<file path="src/sv/lphm_pkg.sv">
// Package for the linear probing hash map: sizes, codes and shared types.
// Used by the channel interfaces, the slot store and the top level.
package lphm_pkg;

	localparam int ENTRIES = 64;
	localparam int IDX_W   = $clog2(ENTRIES);
	localparam int KEY_W   = 32;
	localparam int VAL_W   = 32;
	localparam int CNT_W   = 7;
	localparam int OP_W    = 2;
	localparam int ST_W    = 2;

	localparam logic [IDX_W-1:0] LAST_STEP = IDX_W'(ENTRIES - 1);

	// operation codes
	localparam logic [OP_W-1:0] OP_INSERT = 2'd0;
	localparam logic [OP_W-1:0] OP_GET    = 2'd1;
	localparam logic [OP_W-1:0] OP_REMOVE = 2'd2;
	localparam logic [OP_W-1:0] OP_NONE   = 2'd3;

	// status codes
	localparam logic [ST_W-1:0] ST_OK      = 2'd0;
	localparam logic [ST_W-1:0] ST_MISSING = 2'd1;
	localparam logic [ST_W-1:0] ST_FULL    = 2'd2;

	localparam logic [CNT_W-1:0] FILL_LIMIT_RST = 7'd42;

	typedef enum logic [1:0] {
		SLOT_EMPTY = 2'd0,
		SLOT_VALID = 2'd1,
		SLOT_TOMB  = 2'd2
	} slot_state_t;

	typedef enum logic [1:0] {
		S_IDLE,
		S_READ,
		S_CMP,
		S_RESP
	} fsm_state_t;

	typedef struct packed {
		slot_state_t       status;
		logic [KEY_W-1:0]  key;
		logic [VAL_W-1:0]  value;
	} slot_rd_t;

	typedef struct packed {
		logic              status_we;
		logic              key_we;
		logic              value_we;
		logic [IDX_W-1:0]  idx;
		slot_state_t       status;
		logic [KEY_W-1:0]  key;
		logic [VAL_W-1:0]  value;
	} slot_wr_t;

endpackage

</file>
<file path="src/sv/lphm_slot_store.sv">
// Slot store: per-slot state flags, key memory and value memory.
// One registered read port, one write port. Depends on lphm_pkg.
module lphm_slot_store import lphm_pkg::*; (
	input  logic              clk,
	input  logic              arst_n,
	input  logic [IDX_W-1:0]  rd_idx,
	output slot_rd_t          rd,
	input  slot_wr_t          wr
);

	slot_state_t       state_q [ENTRIES];
	logic [KEY_W-1:0]  key_mem [ENTRIES];
	logic [VAL_W-1:0]  val_mem [ENTRIES];

	slot_state_t       rd_state_q;
	logic [KEY_W-1:0]  rd_key_q;
	logic [VAL_W-1:0]  rd_val_q;

	// slot flags clear to empty at reset; keys and values need no reset
	always_ff @(posedge clk or negedge arst_n) begin
		if (!arst_n) begin
			for (int i = 0; i < ENTRIES; i++) begin
				state_q[i] <= SLOT_EMPTY;
			end
			rd_state_q <= SLOT_EMPTY;
		end else begin
			if (wr.status_we) begin
				state_q[wr.idx] <= wr.status;
			end
			rd_state_q <= state_q[rd_idx];
		end
	end

	always_ff @(posedge clk) begin
		if (wr.key_we) begin
			key_mem[wr.idx] <= wr.key;
		end
		rd_key_q <= key_mem[rd_idx];
	end

	always_ff @(posedge clk) begin
		if (wr.value_we) begin
			val_mem[wr.idx] <= wr.value;
		end
		rd_val_q <= val_mem[rd_idx];
	end

	assign rd.status = rd_state_q;
	assign rd.key    = rd_key_q;
	assign rd.value  = rd_val_q;

endmodule

</file>
<file path="config.mk">
export PLATFORM = sky130hd
export DESIGN_NAME = lphm_slot_store
export DESIGN_NICKNAME = d
export VERILOG_FILES = /design/src/sv/lphm_pkg.sv /design/src/sv/lphm_slot_store.sv
export SDC_FILE = /design/constraint.sdc
export NUM_CORES = 2
export LEC_CHECK = 0
export BUFFER_PORTS_ARGS = -buffer_cell sky130_fd_sc_hd__buf_4
export CORE_MARGIN = 1.5
export CORE_UTILIZATION = 25
export DETAILED_ROUTE_END_ITERATION = 16
export PLACE_DENSITY_LB_ADDON = 0.08
export SLEW_MARGIN = 15
export SYNTH_ARGS = -nofsm -noshare
export SYNTH_HDL_FRONTEND = slang
export SYNTH_SLANG_ARGS = --single-unit
</file>
<file path="constraint.sdc">
create_clock -name clk -period 1.86 [get_ports clk]
set_clock_uncertainty 0.2 [all_clocks]
set_input_delay 0.279 -clock clk [delete_from_list [all_inputs] [get_ports clk]]
set_output_delay 0.279 -clock clk [all_outputs]
set_load 0.02 [all_outputs]
</file>
# Word level (Yosys, flattened, before mapping)

Memories as Yosys holds them, arrays and structs flattened. A register that Yosys moved wholly into a read port is not among the register bits.
Cells that the tools add are included.

Bits in registers: 130
Memory bits (writable): 4096
Input bits: 83
Memories kept: 2

$lt $le $gt $ge: 3
Mux-type cells: 10
Bitwise operators: 2
Reduce and logical (&&, ||, !) cells: 1

Memories:

| name    | depth | width | rd ports | clocked after memory_dff | write ports | line                  | text |
|---|---|---|---|---|---|---|---|
| key_mem | 64    | 32    | 1        | 1                        | 1           | lphm_slot_store.sv:12 | `logic [KEY_W-1:0] key_mem [ENTRIES];` |
| val_mem | 64    | 32    | 1        | 1                        | 1           | lphm_slot_store.sv:13 | `logic [VAL_W-1:0] val_mem [ENTRIES];` |

Operator list:

| kind               | number |
|---|---|
| $bwmux 128         | 1 |
| $ge 7x7->1 const B | 2 |
| $not 6->7          | 2 |
| $bmux 2 s6         | 1 |
| $demux 2 s6        | 1 |
| $lt 7x1->1 const B | 1 |
| $mux 2             | 3 |
| $mux 1             | 4 |
| $logic_and 1x1->1  | 1 |

# Longest topological paths before layout

Word-level depth: 6
Mapped depth: 9
Depth with buffers taken out: 5

# Worst setup path after synthesis

OpenSTA, ideal clock, no wires.

Path kind: input -> register
Start: input port wr[70] in the netlist's numbering
End: memory key_mem[51][0], enable pin
Library setup time: 0.421 ns
Arrival time: 2.664 ns
Required time: 1.239 ns
Slack: -1.425 ns
Stages: 6
Buffers on the path: 3
Path through: clkbuf_1 nand2_1 or2_2 clkbuf_1 clkbuf_1 nor2_1

RTL lines:

| item            | line                  | text |
|---|---|---|
| start, declared | lphm_slot_store.sv:8  | `input slot_wr_t wr` |
| end, declared   | lphm_slot_store.sv:12 |  |

No word-level cell before the write port.

# Worst setup path in the final report

Start: register rd_state_q[1]
End: output port rd[65] in the netlist's numbering

RTL lines:

| item                   | line                  | text |
|---|---|---|
| start, declared        | lphm_slot_store.sv:15 | `slot_state_t rd_state_q;` |
| start signal, assigned | lphm_slot_store.sv:30 | `rd_state_q <= state_q[rd_idx];` |
| end, declared          | lphm_slot_store.sv:7  | `output slot_rd_t rd,` |

No word-level cell between the ends.

==> results by group <==
Worst setup path
  • Crit Path Class: flop to output pin
  • CP max-delay cell: dfrtp_2
  • Worst EP required: between 1000 and 1500 ps
  • Critical-path cell list: buf_6
  • Critical path's largest stage delay: roughly 570 ps
  • Worst setup SP type: flop
  • Delay-heaviest family, CP: flip-flops
  • Largest fanout on the critical path: 1
  • Critical Path End Type: output pin
  • Arr. time, crit path: ~1800 ps
  • CP bufs+invs: 1

Timing
  • RSZ-0062 raised after global routing: yes
  • Post-layout min period: between 2000 and 2500 ps
  • Final setup vio count: between 1000 and 1500
  • Fmax: about 0.44 GHz
  • Max-slew violation count: 0
  • Slew headroom: between 30% and 40%
  • Setup slack after layout: -410 ps
  • Worst slew pin tran: 1030 ps
  • Final hold slack: -43.0 ps
  • Tcrit/Tclk final: 122%
  • Final hold violations: 5

Logic synthesis
  • Mean post-synth cell area: roughly 23 µm²
  • Register bit total from synthesis: approximately 4300
  • Unique masters post-synth: 43
  • Seq/Total Area, Yosys: a little under 80%
  • Synth cell count leaders: 4096 x edfxtp_1, 1032 x mux4_2, 265 x o22ai_1, 250 x nor2_1, 160 x clkbuf_1
  • Cell with the most instances after synthesis: edfxtp_1
  • Share of the synthesized area in the top cell type: around three quarters
  • Area leader, netlist: edfxtp_1
  • Number of synthesized flops with an enable pin: approximately 4100
  • Top post-synthesis cells by area: edfxtp_1 76%, mux4_2 14%, dfrtp_1 2.0%
  • Synth Net Count: 7202
  • Ys Warns: 0
  • Mapped Cells: about 7000
  • Synthesized cell area: 0.162 mm²
  • Top FF cell, synth: edfxtp_1
  • Asr flop ratio synth: roughly 3.0%

Routing
  • Drt initial violations: a little under 6000
  • Vias/cell: ~4.6
  • Post-route ant nets: 0
  • Wirelength, routed: between 500000 and 600000 µm
  • Via Count: 81206
  • Post-route DRC: 0
  • Drt pass-1 iters: 7
  • Routed wire per std cell: ~32 µm

Status
  • Status: complete, but fails checks
  • Failing checks: hold timing, setup timing

Clock tree
  • Sink Count: around 4300
  • Max clock buf depth: 4
  • Clock root buffer master: clkbuf_16
  • Htree depth: 6
  • Num CTS Buffers: about 520
  • Clock-pin transition on the worst setup and hold timing paths: 60 ps
  • CTS tree: done
  • Clock Latency Late Sink: roughly 1100 ps

Final layout
  • Layout area overhead: 30.1%
  • NumNets Final: 8849
  • Share of cells above drive strength 1: a little over two fifths
  • Finished Layout Cells: ~18000

Power and ir drop
  • Tot Pwr: roughly 220 mW
  • Power Dens Cells: 1040 mW/mm²
  • Leak: approximately 68 nW
  • Peak supply drop: 0.998 mV

GRT
  • Largest net degree at the start of global routing: 65
  • Vias in the first global route: 88875
  • Grt total ovfl: 0
  • GRT Util Overall: between 10% and 20%
  • First-pass GRT wire length: a little under 800000 µm
  • Initial antenna violation count: 30

Floorplanning
  • Die area: 0.654 mm²
  • I/O pins: approximately 150
  • Initial Util: about a quarter
  • Core outline area: between 0.6 and 0.7 mm²
  • Row cnt: a little under 300
  • Die X: between 800 and 900 µm
  • Die Y-Extent: about 810 µm

Flow run
  • Max Cap Viol: 0

Placement
  • GPL Wtd Cong: roughly 0.74
  • Port buffer count: 148
  • Hpwl dp: approximately 370000 µm
  • Placed Cells: 16772

Worst hold path
  • Worst hold path class: input port to flop
cell families after synthesis:
| group | after synthesis | synth area share (%) |
|---|---|---|
| and+or+nand+nor | 498 | 1.41 |
| buffers and inverters | 417 | 1.34 |
| muxes | 1311 | 16.2 |
| AOI/OAI and AO/OA | 603 | 2.54 |
| DFF | 4290 | 78.6 |
state kept, by name, summed over array words and instances, names as in the netlist:
| register | count |
|---|---|
| rd_val_q | 32 |
| val_mem | 2048 |
| state_q | 128 |
| rd_key_q | 32 |
| rd_state_q | 2 |
| key_mem | 2048 |
area by class of cell:
cell class,count,area (µm²)
Antenna cell,14,35.0
Multi-Input combinational cell,2412,36900
Timing Repair Buffer,1543,19800
Clock inverter,236,1820
Tap cell,8613,10800
Clock buffer,681,14200
Sequential cell,4290,128000
Fill cell,61107,435000
stage by stage:
step / utilization, % / setup TNS (ps) / hold slack, ps / setup slack [ps] / instance area, µm²
after floorplan: - / -1333070 / -217 / -379 / 164000
after global placement: 29.5 / -1168150 / -20.4 / -2010 / 191000
after detailed placement: 29.5 / -1170430 / -19.2 / -1690 / 191000
after CTS: 32.6 / -43590 / 0.721 / -529 / 211000
after global routing: 32.7 / -83940 / -75.5 / -485 / 211000
final: 32.7 / -121360 / -43.0 / -410 / 211000
cell usage in the layout, fill, tap and decap left out, types with 47 or more instances in the layout:
master | netlist | final
buf_12 | 0 | 602
buf_4 | 79 | 711
buf_6 | 18 | 92
clkbuf_1 | 160 | 124
clkbuf_16 | 0 | 539
clkinv_1 | 0 | 96
clkinv_2 | 0 | 79
dfrtp_1 | 130 | 128
dlygate4sd3_1 | 0 | 129
edfxtp_1 | 4096 | 4096
mux2_2 | 156 | 132
mux2i_1 | 123 | 114
mux4_2 | 1032 | 1032
nor2_1 | 250 | 100
nor2_4 | 0 | 138
o22ai_1 | 265 | 122
o22ai_2 | 0 | 96
o22ai_4 | 0 | 47
timing repair:
action / 4_1_cts / 5_1_grt
buffers inserted: 1 / 4
endpoints found under the hold margin: 7254 / 258
pin swaps: 108 / 73
endpoints found under the setup margin: 132 / 1702
resized for setup: 586 / 113
hold buffers: 142 / 3
layer usage:
layer	part of all wire [%]	global-route usage (%)
met5	0.015	0
met4	2.2	3.51
met3	3.4	2.11
met2	51	30.0
met1	44	22.6
power by group:
part	switching [mW]	internal (mW)	leakage (nW)	total (mW)
logic	8.61	6.53	20.6	15.1
clock network	40.2	56.7	7.87	96.9
registers	0.709	107	39.1	108
final timing paths:
check | from | end | cells after the start | slack [ps]
worst max-delay path | rd_state_q[1] | rd[65] | 1 | -410
worst min-delay path | wr[68] | key_mem[58][4] | 6 | -40
worst max register to register | key_mem[27][9] | rd_key_q[9] | 6 | -380
worst min register to register | state_q[100] | state_q[100] | 1 | 300
max in group asynchronous | arst_n | state_q[11] | 5 | 470
min in group asynchronous | arst_n | state_q[73] | 4 | 460
(Power assumes the default switching activity.)
